==> src/rtl/kwih_pkg.sv <==
// Shared constants, types and the initial word table for the keyed interleaved hash.
`timescale 1ns / 1ps

package kwih_pkg;

	localparam int WORD_CNT = 8;
	localparam int WORD_AW  = $clog2(WORD_CNT);
	localparam int WORD_W   = 32;
	localparam int KEY_W    = 64;
	localparam int POS_W    = 4;
	localparam int BYTE_W   = 8;

	// Configuration register indexes
	localparam logic [0:0] REG_KEY_LOW  = 1'b0;
	localparam logic [0:0] REG_KEY_HIGH = 1'b1;

	// One digest word on its way to the output
	typedef struct packed {
		logic [WORD_W-1:0]  word;
		logic [WORD_AW-1:0] index;
		logic               last;
	} out_item_t;

	// Initial value of each digest word
	function automatic logic [WORD_W-1:0] init_word(input logic [WORD_AW-1:0] idx);
		logic [WORD_W-1:0] w;
		case (idx)
			3'd0:    w = 32'h6a09e667;
			3'd1:    w = 32'hbb67ae85;
			3'd2:    w = 32'h3c6ef372;
			3'd3:    w = 32'ha54ff53a;
			3'd4:    w = 32'h510e527f;
			3'd5:    w = 32'h9b05688c;
			3'd6:    w = 32'h1f83d9ab;
			3'd7:    w = 32'h5be0cd19;
			default: w = 32'h6a09e667;
		endcase
		return w;
	endfunction

endpackage

==> src/rtl/kwih_ram.sv <==
// Generic single-write, single-read RAM with registered read data.
`timescale 1ns / 1ps

module kwih_ram #(
	parameter int WIDTH = 32,
	parameter int DEPTH = 8
) (
	input  logic                     clk,
	input  logic                     wr_en,
	input  logic [$clog2(DEPTH)-1:0] wr_addr,
	input  logic [WIDTH-1:0]         wr_data,
	input  logic                     rd_en,
	input  logic [$clog2(DEPTH)-1:0] rd_addr,
	output logic [WIDTH-1:0]         rd_data
);

	logic [WIDTH-1:0] mem_q [DEPTH];

	// Write port
	always_ff @(posedge clk) begin
		if (wr_en) begin
			mem_q[wr_addr] <= wr_data;
		end
	end

	// Registered read port
	always_ff @(posedge clk) begin
		if (rd_en) begin
			rd_data <= mem_q[rd_addr];
		end
	end

endmodule

==> src/rtl/kwih_ofifo.sv <==
// Two-entry output queue that decouples digest reads from the receiver's stall.
`timescale 1ns / 1ps

module kwih_ofifo
	import kwih_pkg::*;
(
	input  logic      clk,
	input  logic      arst_n,
	input  logic      push,
	input  out_item_t push_item,
	input  logic      pop,
	output out_item_t head_item,
	output logic      not_empty,
	output logic [1:0] count
);

	out_item_t  slot_q [2];
	logic       wr_ptr_q;
	logic       rd_ptr_q;
	logic [1:0] cnt_q;

	// Store incoming item
	always_ff @(posedge clk) begin
		if (push) begin
			slot_q[wr_ptr_q] <= push_item;
		end
	end

	// Advance pointers and occupancy
	always_ff @(posedge clk or negedge arst_n) begin
		if (!arst_n) begin
			wr_ptr_q <= 1'b0;
			rd_ptr_q <= 1'b0;
			cnt_q    <= 2'd0;
		end else begin
			if (push) begin
				wr_ptr_q <= ~wr_ptr_q;
			end
			if (pop) begin
				rd_ptr_q <= ~rd_ptr_q;
			end
			case ({push, pop})
				2'b10:   cnt_q <= cnt_q + 2'd1;
				2'b01:   cnt_q <= cnt_q - 2'd1;
				default: cnt_q <= cnt_q;
			endcase
		end
	end

	assign head_item = slot_q[rd_ptr_q];
	assign not_empty = (cnt_q != 2'd0);
	assign count     = cnt_q;

endmodule

==> src/rtl/keyed_word_interleaved_hash.sv <==
// Keyed word-interleaved byte hash: top level with digest RAM, update stage and readout.
//
// Input channel (in_valid / in_stall): one item per cycle when not stalled,
// carrying data_byte, has_byte and last. A byte item updates one digest
// word; an item with has_byte low and last low is taken and does nothing.
// Output channel (out_valid / out_stall): eight items per message, hash_word
// with word_index 0..7, last_word high on word 7.
// Configuration: cfg_we, cfg_index, cfg_data write key_low (index 0) or
// key_high (index 1); a write takes effect from the next accepted byte.
// Throughput: one input item per cycle while a message streams in; the
// eight digest words sit in a one-read, one-write RAM, and each byte is a
// read in the accept cycle and a write in the next, so byte after byte
// never touch the same word in overlapping cycles.
// Readout: after a last item the sequencer goes through ST_WAIT to ST_DRAIN and
// word 0 comes out first, the others following one per cycle unless the receiver
// stalls; the input is stalled while the RAM read port sweeps the eight words out.
// Reset: arst_n clears the keys, the byte position and the per-word valid
// flags; a word that is not valid reads as its initial value, so no clearing
// pass is needed. Message restart clears the flags the same way.
// Receiver stall: a two-entry output queue absorbs stalls; RAM reads for the
// digest pause when the queue has no room, and nothing is lost.
`timescale 1ns / 1ps

module keyed_word_interleaved_hash
	import kwih_pkg::*;
(
	input  logic                clk,
	input  logic                arst_n,
	// configuration
	input  logic                cfg_we,
	input  logic [0:0]          cfg_index,
	input  logic [KEY_W-1:0]    cfg_data,
	// input channel
	input  logic                in_valid,
	output logic                in_stall,
	input  logic [BYTE_W-1:0]   data_byte,
	input  logic                has_byte,
	input  logic                last,
	// output channel
	output logic                out_valid,
	input  logic                out_stall,
	output logic [WORD_W-1:0]   hash_word,
	output logic [WORD_AW-1:0]  word_index,
	output logic                last_word
);

	localparam logic [1:0] ST_RUN   = 2'd0;
	localparam logic [1:0] ST_WAIT  = 2'd1;
	localparam logic [1:0] ST_DRAIN = 2'd2;

	logic [1:0]          state_q;
	logic [KEY_W-1:0]    key_lo_q;
	logic [KEY_W-1:0]    key_hi_q;
	logic [POS_W-1:0]    pos_q;
	logic [WORD_CNT-1:0] valid_q;
	logic [WORD_AW-1:0]  cnt_q;

	logic                in_acc;
	logic                byte_acc;
	logic [BYTE_W-1:0]   key_byte;

	// update stage
	logic                byte_s1;
	logic [BYTE_W-1:0]   data_s1;
	logic [BYTE_W-1:0]   key_s1;
	logic [WORD_AW-1:0]  idx_s1;

	// readout stage
	logic                rd_v_s1;
	logic                rd_ok_s1;
	logic [WORD_AW-1:0]  rd_idx_s1;

	logic                ram_rd_en;
	logic [WORD_AW-1:0]  ram_rd_addr;
	logic [WORD_W-1:0]   ram_rd_data;
	logic                ram_wr_en;
	logic [WORD_W-1:0]   ram_wr_data;
	logic [WORD_W-1:0]   cur_word;

	logic                drain_issue;
	logic                drain_done;
	logic [1:0]          occ;
	logic                out_pop;
	logic [1:0]          q_count;
	out_item_t           push_item;
	out_item_t           head_item;

	// Input handshake
	assign in_stall = (state_q != ST_RUN);
	assign in_acc   = in_valid && !in_stall;
	assign byte_acc = in_acc && has_byte;

	// Select key byte for the current position
	always_comb begin
		if (pos_q[POS_W-1]) begin
			key_byte = key_hi_q[{pos_q[WORD_AW-1:0], 3'b000} +: BYTE_W];
		end else begin
			key_byte = key_lo_q[{pos_q[WORD_AW-1:0], 3'b000} +: BYTE_W];
		end
	end

	// Key registers
	always_ff @(posedge clk or negedge arst_n) begin
		if (!arst_n) begin
			key_lo_q <= '0;
			key_hi_q <= '0;
		end else if (cfg_we) begin
			case (cfg_index)
				REG_KEY_LOW:  key_lo_q <= cfg_data;
				REG_KEY_HIGH: key_hi_q <= cfg_data;
				default:      key_lo_q <= key_lo_q;
			endcase
		end
	end

	// Readout credit: issue a read only if the queue will have room
	assign out_pop     = out_valid && !out_stall;
	assign occ         = q_count + {1'b0, rd_v_s1};
	assign drain_issue = (state_q == ST_DRAIN) && ((occ < 2'd2) || ((occ == 2'd2) && out_pop));
	assign drain_done  = drain_issue && (cnt_q == WORD_AW'(WORD_CNT - 1));

	// Shared RAM read port
	assign ram_rd_en   = byte_acc || drain_issue;
	assign ram_rd_addr = (state_q == ST_DRAIN) ? cnt_q : pos_q[WORD_AW-1:0];

	// Update: word * 31 + byte, then XOR key byte
	assign cur_word    = valid_q[idx_s1] ? ram_rd_data : init_word(idx_s1);
	assign ram_wr_en   = byte_s1;
	assign ram_wr_data = (((cur_word << 5) - cur_word) + {{(WORD_W-BYTE_W){1'b0}}, data_s1})
		^ {{(WORD_W-BYTE_W){1'b0}}, key_s1};

	kwih_ram #(
		.WIDTH (WORD_W),
		.DEPTH (WORD_CNT)
	) u_ram (
		.clk     (clk),
		.wr_en   (ram_wr_en),
		.wr_addr (idx_s1),
		.wr_data (ram_wr_data),
		.rd_en   (ram_rd_en),
		.rd_addr (ram_rd_addr),
		.rd_data (ram_rd_data)
	);

	// Update stage payload
	always_ff @(posedge clk) begin
		if (byte_acc) begin
			data_s1 <= data_byte;
			key_s1  <= key_byte;
			idx_s1  <= pos_q[WORD_AW-1:0];
		end
		if (drain_issue) begin
			rd_idx_s1 <= cnt_q;
			rd_ok_s1  <= valid_q[cnt_q];
		end
	end

	// Control state: sequencer, position, valid flags
	always_ff @(posedge clk or negedge arst_n) begin
		if (!arst_n) begin
			state_q <= ST_RUN;
			pos_q   <= '0;
			valid_q <= '0;
			cnt_q   <= '0;
			byte_s1 <= 1'b0;
			rd_v_s1 <= 1'b0;
		end else begin
			byte_s1 <= byte_acc;
			rd_v_s1 <= drain_issue;
			if (byte_acc) begin
				pos_q <= pos_q + POS_W'(1);
			end
			// restart message once the last word is read
			if (drain_done) begin
				valid_q <= '0;
				pos_q   <= '0;
			end else if (ram_wr_en) begin
				valid_q[idx_s1] <= 1'b1;
			end
			case (state_q)
				ST_RUN: begin
					if (in_acc && last) begin
						state_q <= ST_WAIT;
					end
				end
				ST_WAIT: begin
					state_q <= ST_DRAIN;
					cnt_q   <= '0;
				end
				ST_DRAIN: begin
					if (drain_issue) begin
						cnt_q <= cnt_q + WORD_AW'(1);
					end
					if (drain_done) begin
						state_q <= ST_RUN;
					end
				end
				default: state_q <= ST_RUN;
			endcase
		end
	end

	// Output queue
	assign push_item.word  = rd_ok_s1 ? ram_rd_data : init_word(rd_idx_s1);
	assign push_item.index = rd_idx_s1;
	assign push_item.last  = (rd_idx_s1 == WORD_AW'(WORD_CNT - 1));

	kwih_ofifo u_ofifo (
		.clk       (clk),
		.arst_n    (arst_n),
		.push      (rd_v_s1),
		.push_item (push_item),
		.pop       (out_pop),
		.head_item (head_item),
		.not_empty (out_valid),
		.count     (q_count)
	);

	assign hash_word  = head_item.word;
	assign word_index = head_item.index;
	assign last_word  = head_item.last;

	// Checks
	a_no_rw_clash: assert property (@(posedge clk) disable iff (!arst_n)
		(ram_wr_en && ram_rd_en) |-> (idx_s1 != ram_rd_addr))
		else $error("digest RAM read and write hit the same word");

	a_last_starts_drain: assert property (@(posedge clk) disable iff (!arst_n)
		(in_acc && last) |=> (state_q == ST_WAIT) ##1 (state_q == ST_DRAIN))
		else $error("last item did not start digest readout");

	a_drain_ends: assert property (@(posedge clk) disable iff (!arst_n)
		drain_done |=> (state_q == ST_RUN) && (valid_q == '0) && (pos_q == '0))
		else $error("message did not restart after readout");

	a_queue_room: assert property (@(posedge clk) disable iff (!arst_n)
		rd_v_s1 |-> ((q_count < 2'd2) || out_pop))
		else $error("output queue overflow");

endmodule

==> config.mk <==
export PLATFORM = sky130hd
export DESIGN_NAME = keyed_word_interleaved_hash
export DESIGN_NICKNAME = d
export VERILOG_FILES = /design/src/rtl/kwih_pkg.sv /design/src/rtl/kwih_ram.sv /design/src/rtl/kwih_ofifo.sv /design/src/rtl/keyed_word_interleaved_hash.sv
export SDC_FILE = /design/constraint.sdc
export NUM_CORES = 1
export LEC_CHECK = 0
export BUFFER_PORTS_ARGS = -buffer_cell sky130_fd_sc_hd__buf_4
export CORE_ASPECT_RATIO = 0.5
export CORE_MARGIN = 2
export CORE_UTILIZATION = 40
export DETAILED_ROUTE_END_ITERATION = 16
export PLACE_DENSITY = 0.57
export SYNTH_ARGS = -nofsm -noshare
export SYNTH_HDL_FRONTEND = slang
export SYNTH_HIERARCHICAL = 1
export SYNTH_SLANG_ARGS = --single-unit
==> constraint.sdc <==
create_clock -name clk -period 4.31 [get_ports clk]
set_input_delay 0.862 -clock clk [delete_from_list [all_inputs] [get_ports clk]]
set_output_delay 0.862 -clock clk [all_outputs]
set_load 0.03 [all_outputs]
# == Word level (Yosys, flattened, before mapping) ==
# Memory sizes are Yosys's and may differ from the RTL's. A register that Yosys moved wholly into a read port is not among the register bits.
# Cells that the tools add are included.
# op_classes
addsub,7
magnitude_cmp,4
eq_ne,10
n_shift,2
mux,26
bitwise_logic,5
reduce_logical,23
# op_table
cell,n
64-bit by 7-bit indexed part select with 8-bit output,2
32-bit two-way mux,2
32-bit by 8-bit adder with 32-bit output,1
32-bit subtractor,1
32-bit by 8-bit bitwise XOR with 32-bit output,1
8-bit two-way mux,3
3-bit two-way mux,4
2-bit nonzero test,6
1-bit logical AND,8
"3-bit by 4-bit less-than comparator with 1-bit output, second input constant",2
4-bit two-way mux,2
8-bit bitwise OR,1
2-bit AND reduction,4
1-bit two-way mux,7
1-bit binary-select mux with 3-bit select,2
"2-bit equality test, second input constant",3
"3-bit equality test, second input constant",2
"2-bit inequality test, second input constant",3
2-bit case mux with 3 select lines,1
3-bit case mux with 2 select lines,1
"4-bit by 1-bit adder with 4-bit output, second input constant",1
"2-bit by 1-bit equality test with 1-bit output, second input constant",2
2-bit two-way mux,2
2-bit case mux with 2 select lines,1
other kinds (11),15
# totals
register_bits,174
mem_bits_rw,328
mem_bits_ro,496
input_bits,80
out_inout_bits,38
word_cells,97
mem_count,4
# memory_table
name,depth,word_bits,rd,rd_ports_with_merged_regs,write_ports,line_no,source
u_ram.mem_q,8,32,1,1,1,kwih_ram.sv:17,logic [WIDTH-1:0] mem_q [DEPTH];
(name not given),8,31,1,1,0,kwih_pkg.sv:27,case (idx)
(name not given),8,31,1,1,0,kwih_pkg.sv:27,
u_ofifo.slot_q,2,36,1,0,1,kwih_ofifo.sv:17,out_item_t slot_q [2];

# == Logic depth before layout (Yosys ltp) ==
# Gate-level depths: netlist of run 1.
# depth
depth_word,8
depth_mapped,17

# == Modules after synthesis ==
# The synthesis of run 1 kept the hierarchy.
# by_module_without_submodules
mod,n_inst,cells_per_inst,area_per_inst_um2,seq_area_each_um2
keyed_word_interleaved_hash,1,1033,12462.0,5570.3
kwih_ram,1,415,10786.6,8648.3
kwih_ofifo,1,127,2927.8,2262.2

# == Least setup slack after synthesis of run 1 ==
# Ideal clock, no wire load.
# synth_path
kind,reg2reg
from,reg idx_s1[1]
to,mem u_ram.mem_q[0][21] (data pin)
setup_time_ps,277
arrival_ps,4200
required_time_ps,4033
setup_slack_ps,-167
path_stages_with_launch,15
n_path_buf,2
period_less_slack_ps,4477
path_cell_list,edfxtp_1 > buf_2 > mux4_2 > o311ai_4 > buf_6 > mux2_2 > fa_1 > inv_1 > ha_1 > a21o_1 > a221oi_2 > o21ai_1 > a211oi_1 > nor3_1 > a211oi_1
# synth_via
elab_chain_len,6
# synth_rtl
element,line_no,source
from (decl),keyed_word_interleaved_hash.sv:66,logic [WORD_AW-1:0] idx_s1;
from (signal assigned),keyed_word_interleaved_hash.sv:150,idx_s1 <= pos_q[WORD_AW-1:0];
1-bit binary-select mux with 3-bit select,keyed_word_interleaved_hash.sv:127,assign cur_word = valid_q[idx_s1] ? ram_rd_data : init_word(idx_s1);
1-bit two-way mux (implied by the code),keyed_word_interleaved_hash.sv:127,
32-bit two-way mux,keyed_word_interleaved_hash.sv:127,
32-bit subtractor,keyed_word_interleaved_hash.sv:129,"assign ram_wr_data = (((cur_word << 5) - cur_word) + {{(WORD_W-BYTE_W){1'b0}}, data_s1})"
32-bit by 8-bit adder with 32-bit output,keyed_word_interleaved_hash.sv:129,
32-bit by 8-bit bitwise XOR with 32-bit output,keyed_word_interleaved_hash.sv:130,"^ {{(WORD_W-BYTE_W){1'b0}}, key_s1};"
via ram_wr_data[21],keyed_word_interleaved_hash.sv:77,logic [WORD_W-1:0] ram_wr_data;
to (decl),kwih_ram.sv:17,
# The timed path passes the listed nets, and every way through them passes these cells. The select of a mux whose other input is x is not followed.

# == Worst setup path in the final report of run 1 ==
# layout_path
from,reg idx_s1[2]
to,mem u_ram.mem_q[5][30] (data pin)
# The elaborated chain is that of the path after synthesis.

==> results of run 1 <==
metrics by stage:
step           instance area, um^2   util
3_3_place_gp                 29100  0.449
2_1_floorplan                26200      -
3_5_place_dp                 29100  0.449
6_report                     31900  0.492
5_1_grt                      31900  0.492
4_1_cts                      31300  0.482
per-layer routing:
layer	part of all wire	track usage
met5	0	0
met1	0.47	0.247
met2	0.47	0.278
met3	0.044	0.0325
met4	0.013	0.0302
path summary, 6_finish.rpt:
path / startpoint / end / slack, ns / cells past startpoint
worst max-delay path: idx_s1[2] / u_ram/mem_q[5][30] / 0.08 / 17
worst min-delay path: arst_n / u_ofifo/rd_ptr_q / 0.33 / 1
worst max register to register: idx_s1[2] / u_ram/mem_q[5][30] / 0.08 / 17
worst min register to register: key_hi_q[14] / key_hi_q[14] / 0.50 / 1
max in group asynchronous: arst_n / key_hi_q[12] / 2.97 / 2
min in group clk: data_byte[6] / data_s1[6] / 0.44 / 1
Yosys cell counts (10+ instances only):
library cell                 n
sky130_fd_sc_hd__a21o_1     10
sky130_fd_sc_hd__a21oi_1    41
sky130_fd_sc_hd__buf_2      18
sky130_fd_sc_hd__buf_6      10
sky130_fd_sc_hd__clkbuf_1   34
sky130_fd_sc_hd__dfrtp_1   151
sky130_fd_sc_hd__dfxtp_1    60
sky130_fd_sc_hd__edfxtp_1  383
sky130_fd_sc_hd__ha_1       79
sky130_fd_sc_hd__inv_1      49
sky130_fd_sc_hd__mux2_2    212
sky130_fd_sc_hd__mux2_4     29
sky130_fd_sc_hd__mux2i_1    32
sky130_fd_sc_hd__mux4_1     40
sky130_fd_sc_hd__mux4_2     67
sky130_fd_sc_hd__nand2_1    67
sky130_fd_sc_hd__nand2b_1   16
sky130_fd_sc_hd__nor2_1     48
sky130_fd_sc_hd__nor3_1     15
sky130_fd_sc_hd__o21a_1     10
sky130_fd_sc_hd__o21ai_0    41
sky130_fd_sc_hd__xnor2_1    23
sky130_fd_sc_hd__xor2_1     21
cells by family (layout without fill, tap and decap cells):
logic type,count (synthesis),after routing,share of synthesized area
DFF,594,594,0.630
and+or+nand+nor,196,196,0.0354
buffers and inverters,123,448,0.0237
muxes,380,380,0.218
xor gates and xnor gates,44,44,0.0147
adders and majority gates,82,82,0.0401
AOI/OAI and AO/OA,156,156,0.0387
cell type report:
type                       instances  area [um^2]
fill                            5489        32900
sequential                       594        16500
multi-input combinational        858         9910
timing repair buffer             299         2350
clock buffer                      65         1470
tap                              884         1110
clock inverter                    34          412
inverter                          50          188
placed cells by master (no fill, tap or decap), types with 8 or more instances in the layout:
cell type and count:
sky130_fd_sc_hd__edfxtp_1 383, sky130_fd_sc_hd__buf_4 287, sky130_fd_sc_hd__mux2_2 206, sky130_fd_sc_hd__dfrtp_1 148, sky130_fd_sc_hd__mux4_2 67, sky130_fd_sc_hd__nand2_1 65
sky130_fd_sc_hd__dfxtp_1 60, sky130_fd_sc_hd__ha_1 58, sky130_fd_sc_hd__clkbuf_16 57, sky130_fd_sc_hd__inv_1 45, sky130_fd_sc_hd__mux4_1 40, sky130_fd_sc_hd__nor2_1 39
sky130_fd_sc_hd__mux2_4 35, sky130_fd_sc_hd__o21ai_0 33, sky130_fd_sc_hd__a21oi_1 30, sky130_fd_sc_hd__xnor2_1 20, sky130_fd_sc_hd__mux2i_1 18, sky130_fd_sc_hd__ha_4 17
sky130_fd_sc_hd__nand2b_1 15, sky130_fd_sc_hd__xor2_1 15, sky130_fd_sc_hd__nor3_1 10, sky130_fd_sc_hd__a21o_1 9, sky130_fd_sc_hd__a21oi_2 9, sky130_fd_sc_hd__o21a_1 9
sky130_fd_sc_hd__bufinv_16 9, sky130_fd_sc_hd__clkinv_2 9, sky130_fd_sc_hd__mux2i_2 8, sky130_fd_sc_hd__nand4_1 8
repair_timing:
| item | 4_1_cts | 5_1_grt |
|---|---|---|
| pin swaps | 10 | 33 |
| setup endpoints to repair | 125 | 160 |
| endpoints found under the hold margin | 0 | 0 |
| cloned | 0 | 1 |
| gates resized for setup | 28 | 103 |
| buffers inserted | 9 | 8 |
==> impl_metrics.csv, run 1 <==
group,metric,value,unit
setup_path,worstSetupStartpointType,"flop",
place,portbufs,117,
setup_path,crit_buf_inv,5,
sta,finalMaxSlewViolations,0,
sta,finalSetupViolations,0,
cts,cts.sinks,594,
sta,grt_setup_unrepaired,"true",
sta,min_period_over_period,0.982,
place,hpwl,39.4,mm
sta,timing_worst_slew_pin_value,1.14,ns
cts,cts_hold_repair.buffers,0,
synth,synth-seq-cells,594,
setup_path,critical_path.most_common_cell,"sky130_fd_sc_hd__buf_4",
synth,synth_cell_types,64,
floorplan,start_util,0.404,
floorplan,chipHeight,185,um
floorplan,die_width,366,um
sta,setup_total_negative_slack,0,ns
synth,ys_async_sr_fraction,0.254,
routing,final_wirelength,58.5,mm
setup_path,crit_slowest_cell,"sky130_fd_sc_hd__mux4_2",
min_path,kind_of_path_behind_the_tightest_hold_check,"input port to async pin",
finish,design.final.nets,2018,
global_route,grt_first_pass_wirelength,88.9,mm
setup_path,worst_ep_arrival_time,4.69,ns
place,placement.setup.worst_slack,-0.224,ns
setup_path,required,4.77,ns
setup_path,timing.critical_path.max_delay_family,"simple AND/OR/NAND/NOR gates",
global_route,pin_count_of_the_biggest_net_entering_global_routing,96,
place,routability_driven_placement_congestion_ratio,0.833,
cts,htreeDepth,2,
setup_path,worst-path-max-fanout,8,
finish,num_antenna_cells,0,
cts,cts_tree,"built",
finish,layout-drive-gt1-share,0.429,
floorplan,floorplan.core_area,0.0648,mm^2
cts,tritoncts.num_buffers,53,
synth,syn_nets,1737,
floorplan,number_of_primary_i_o_pins,118,
cts,cts.reportedPaths.clkPinSlew,0.07,ns
sta,timing.clock.skew,0.0266,ns
place,dp.cells,2668,
routing,remaining_drc_errors,0,
sta,post-route-min-period,4.23,ns
synth,synth.yosys.seq_area_share,0.630,
synth,yosysTopAreaCellShare,0.439,
routing,final_antenna_net_count,0,
outcome,run_status,"complete, no violations",
finish,layout-area-overhead-vs-synth,21.9,%
setup_path,critical_path.max_stage_delay,0.50,ns
synth,synth_enable_flop_cells,383,
global_route,grt_pass1_vias,14500,
sta,maxSlewHeadroom,0.238,
routing,vias,14100,
floorplan,placement_rows,66,
job,timing.max_cap.violations,0,
cts,clk_root_buffer_cell,"sky130_fd_sc_hd__clkbuf_16",
cts,ctsLongestPathBuffers,3,
routing,drt-wirelength-per-cell,21.0,um
routing,dr.first_iter.drc_count,825,
sta,fin_hold_ws,0.334,ns
routing,detail_route.vias_per_cell,5.08,
routing,number_of_optimization_iterations_in_the_first_detailed_route_pass,5,
setup_path,end_kind,"flop",
synth,dominantRegCellSynth,"sky130_fd_sc_hd__edfxtp_1",
cts,clock_insertion_delay_worst_skew,0.61,ns
synth,synth-warning-count,6,
synth,synth.avg_cell_area,16.6,um^2
synth,syn_inst,1575,
sta,fmax,236,MHz
sta,finalWorstSetupSlack,0.0775,ns
floorplan,die_area,0.0676,mm^2
sta,hold_viol,0,
setup_path,critical_path.cell_chain,"nand2b_4 -> mux4_2 -> o311ai_4 -> buf_6 -> clkbuf_16 -> buf_12 -> mux2i_2 -> buf_4 -> xnor2_1 -> ha_2 -> a21oi_2 -> o21ai_1 -> or4b_4 -> nor3_4 -> o32ai_2 -> a311oi_2 -> buf_4",
global_route,global_route.usage.total,0.173,
global_route,antenna_violations_before_repair,0,
finish,instances_no_fill,2784,
global_route,global_route.overflow_total,0,
synth,yosys-top-cells-area,"sky130_fd_sc_hd__edfxtp_1, sky130_fd_sc_hd__dfrtp_1, sky130_fd_sc_hd__mux2_2",
synth,cell_type_with_the_highest_aggregate_area_in_the_netlist,"sky130_fd_sc_hd__edfxtp_1",
setup_path,criticalPathCategory,"flop to flop",
synth,syn_area,0.0262,mm^2
Power of run 1 is left out: the tool's default activity adds up to more than one toggle a clock period on the data nets, which glitch-free logic cannot reach.
==> inputs of run 2 (changes only) <==
Settings changed: ABC_AREA set to 1.
==> run 2 against run 1 <==
Critical path depth up 5; count of clock-buffer cells in the layout increased by 7; non-clock buffer count decreased by 141; synthesized area rose by 6.5%; utilization shrank 3.3 points; maximum frequency rose by 7.7%; routed wire length is 17% higher; register-to-register slack better by 0.30 ns; clock skew shrank 0.0058 ns; synthesized cell count grew 89%.
==> impl_metrics.csv, run 2 <==
group,metric,value,unit
sta,finalWorstSetupSlack,0.381,ns
sta,timing.clock.skew,0.0208,ns
sta,finalMaxSlewViolations,0,
setup_path,worst-path-max-fanout,29,
cts,clk_root_buffer_cell,"sky130_fd_sc_hd__clkbuf_16",
routing,final_wirelength,68.4,mm
place,routability_driven_placement_congestion_ratio,0.903,
cts,cts_hold_repair.buffers,0,
job,timing.max_cap.violations,0,
synth,yosysTopAreaCellShare,0.413,
setup_path,crit_buf_inv,5,
cts,clock_insertion_delay_worst_skew,0.62,ns
synth,cell_type_with_the_highest_aggregate_area_in_the_netlist,"sky130_fd_sc_hd__edfxtp_1",
global_route,grt_util_met2,0.309,
setup_path,critical_path.max_stage_delay,0.40,ns
synth,ys_async_sr_fraction,0.254,
setup_path,critical_path.most_common_cell,"sky130_fd_sc_hd__nand2_1",
finish,num_antenna_cells,0,
synth,synth_enable_flop_cells,383,
floorplan,floorplan.core_area,0.0689,mm^2
routing,number_of_optimization_iterations_in_the_first_detailed_route_pass,5,
synth,dominantRegCellSynth,"sky130_fd_sc_hd__edfxtp_1",
routing,vias,19600,
sta,setup_total_negative_slack,0,ns
synth,synth-warning-count,6,
finish,mostFrequentLayoutCell,"sky130_fd_sc_hd__nand2_1",
finish,ff_latch_area,0.0165,mm^2
synth,synth-seq-cells,594,
global_route,grt-busiest-layer,"met2",
setup_path,timing.critical_path.max_delay_family,"simple AND/OR/NAND/NOR gates",
floorplan,chipHeight,191,um
setup_path,required,4.62,ns
setup_path,end_kind,"flop",
global_route,antenna_violations_before_repair,0,
place,placement.setup.worst_slack,0.273,ns
finish,layout-area-overhead-vs-synth,13.6,%
global_route,global_route.overflow_total,0,
setup_path,criticalPathCategory,"flop to flop",
sta,finalSetupViolations,0,
synth,synth_cell_types,46,
place,hpwl,44.5,mm
place,dp.cells,3928,
synth,yosys.cell_count.top_type,"sky130_fd_sc_hd__nand2_1",
global_route,grt_pass1_vias,18800,
routing,remaining_drc_errors,0,
synth,netlist_top_cells_count,"sky130_fd_sc_hd__nand2_1, sky130_fd_sc_hd__inv_1, sky130_fd_sc_hd__edfxtp_1, sky130_fd_sc_hd__o21ai_0, sky130_fd_sc_hd__nand3_1",
synth,synth.avg_cell_area,9.35,um^2
synth,synth.yosys.seq_area_share,0.591,
finish,instances_no_fill,4032,
global_route,grt_first_pass_wirelength,107,mm
routing,final_antenna_net_count,0,
routing,drt-wirelength-per-cell,17.0,um
global_route,pin_count_of_the_biggest_net_entering_global_routing,129,
floorplan,placement_rows,68,
sta,hold_viol,0,
min_path,kind_of_path_behind_the_tightest_hold_check,"input port to async pin",
cts,cts.sinks,594,
finish,fillCellCount,6516,
sta,maxSlewHeadroom,0.266,
sta,min_period_over_period,0.912,
sta,post-route-min-period,3.93,ns
synth,yosys-top-cells-area,"sky130_fd_sc_hd__edfxtp_1, sky130_fd_sc_hd__dfrtp_1, sky130_fd_sc_hd__nand2_1",
synth,syn_nets,3143,
cts,cts_tree,"built",
finish,multi_input_logic_area,0.00903,mm^2
sta,fmax,255,MHz
setup_path,worst_ep_arrival_time,4.24,ns
cts,post_cts_buffers,0,
routing,detail_route.vias_per_cell,4.86,
sta,timing_worst_slew_pin_value,1.10,ns
place,portbufs,117,
setup_path,critical_path.cell_chain,"buf_4 -> nand2_1 -> nand2_1 -> nand2_1 -> nand2_1 -> nand2_2 -> nand2_4 -> inv_2 -> buf_12 -> nand2_1 -> o21ai_2 -> inv_2 -> fa_1 -> ha_1 -> a21oi_1 -> o21ai_0 -> a21oi_1 -> nand2_1 -> a21oi_1 -> inv_1 -> nand3_1 -> nand2_1",
finish,layout-drive-gt1-share,0.122,
floorplan,die_width,377,um
synth,syn_inst,2981,
outcome,run_status,"complete, no violations",
floorplan,die_area,0.0719,mm^2
cts,ctsLongestPathBuffers,3,
global_route,global_route.usage.total,0.192,
global_route,use_met3,0.0270,
setup_path,worstSetupStartpointType,"flop",
cts,postCtsResizedCells,0,
sta,grt_setup_unrepaired,"false",
cts,htreeDepth,2,
finish,commonest_non_fill_non_tap_cells_in_the_layout,"sky130_fd_sc_hd__nand2_1, sky130_fd_sc_hd__inv_1, sky130_fd_sc_hd__edfxtp_1, sky130_fd_sc_hd__o21ai_0, sky130_fd_sc_hd__nand3_1",
floorplan,number_of_primary_i_o_pins,118,
synth,syn_area,0.0279,mm^2
setup_path,crit_slowest_cell,"sky130_fd_sc_hd__edfxtp_1",
cts,cts.reportedPaths.clkPinSlew,0.07,ns
routing,dr.first_iter.drc_count,1492,
finish,design.final.nets,3237,
floorplan,start_util,0.404,
global_route,globalRouteMet1Util,0.276,
cts,tritoncts.num_buffers,55,
run 2: cell count changes after synthesis, moves of 40 or more:
cell                      before  now
sky130_fd_sc_hd__nor2_1       48  125
sky130_fd_sc_hd__o21ai_2       1   55
sky130_fd_sc_hd__nand3_1       7  173
sky130_fd_sc_hd__inv_1        49  458
sky130_fd_sc_hd__mux4_2       67    0
sky130_fd_sc_hd__o21ai_0      41  249
sky130_fd_sc_hd__nand2_1      67  875
sky130_fd_sc_hd__mux4_1       40    0
sky130_fd_sc_hd__mux2_2      212    0
run 2: per-stage QoR:
step	hold WS [ns]	utilization	instance area, um^2
6_report	0.323	0.460	31700
5_1_grt	0.361	0.460	31700
4_1_cts	0.327	0.458	31600
3_5_place_dp	0.468	0.431	29700
3_3_place_gp	0.461	0.431	29700
2_1_floorplan	0.445	-	27900
run 2: logic make-up after synthesis:
family                   synth area share
AND/OR/NAND/NOR                     0.176
adder cells (fa/ha/maj)            0.0376
AO/OA/AOI/OAI                      0.0895
multiplexers                      0.00144
flip-flops                          0.591
XOR/XNOR                           0.0129
buffers and inverters              0.0913
run 2: final timing paths:
path	from	to	slack (ns)	cells after the start
hold reg to reg	key_hi_q[48]	key_hi_q[48]	0.48	2
max in group asynchronous	arst_n	key_lo_q[34]	3.12	2
setup / recovery	idx_s1[0]	u_ram/mem_q[6][31]	0.38	22
min in group clk	data_byte[1]	data_s1[1]	0.42	1
setup reg to reg	idx_s1[0]	u_ram/mem_q[6][31]	0.38	22
hold / removal	arst_n	u_ofifo/rd_ptr_q	0.32	1
run 2: metal layers:
metal | wire (um) | part of all wire | up-vias
met2 | 31400 | 0.46 | 435
met4 | 1170 | 0.017 | 0
li1 | - | - | 9773
met1 | 32300 | 0.47 | 9323
met5 | 0 | 0 | -
met3 | 3570 | 0.052 | 75
run 2: final cells by class:
type / count / area share
inverter: 495 / 0.0587
sequential: 594 / 0.520
clock inverter: 32 / 0.0129
timing repair buffer: 158 / 0.0391
clock buffer: 72 / 0.0477
tap: 910 / 0.0359
multi-input combinational: 1771 / 0.285
run 2: worst register-to-register path, stage by stage, from the launching register on:
cell and delay, ns:
sky130_fd_sc_hd__edfxtp_1 0.40, sky130_fd_sc_hd__buf_4 0.19, sky130_fd_sc_hd__nand2_1 0.07, sky130_fd_sc_hd__nand2_1 0.05, sky130_fd_sc_hd__nand2_1 0.05, sky130_fd_sc_hd__nand2_1 0.07
sky130_fd_sc_hd__nand2_2 0.10, sky130_fd_sc_hd__nand2_4 0.10, sky130_fd_sc_hd__inv_2 0.14, sky130_fd_sc_hd__buf_12 0.22, sky130_fd_sc_hd__nand2_1 0.09, sky130_fd_sc_hd__o21ai_2 0.09
sky130_fd_sc_hd__inv_2 0.05, sky130_fd_sc_hd__fa_1 0.39, sky130_fd_sc_hd__ha_1 0.34, sky130_fd_sc_hd__a21oi_1 0.21, sky130_fd_sc_hd__o21ai_0 0.14, sky130_fd_sc_hd__a21oi_1 0.14
sky130_fd_sc_hd__nand2_1 0.13, sky130_fd_sc_hd__a21oi_1 0.30, sky130_fd_sc_hd__inv_1 0.08, sky130_fd_sc_hd__nand3_1 0.09, sky130_fd_sc_hd__nand2_1 0.16
Power of run 2 is left out for the same reason.
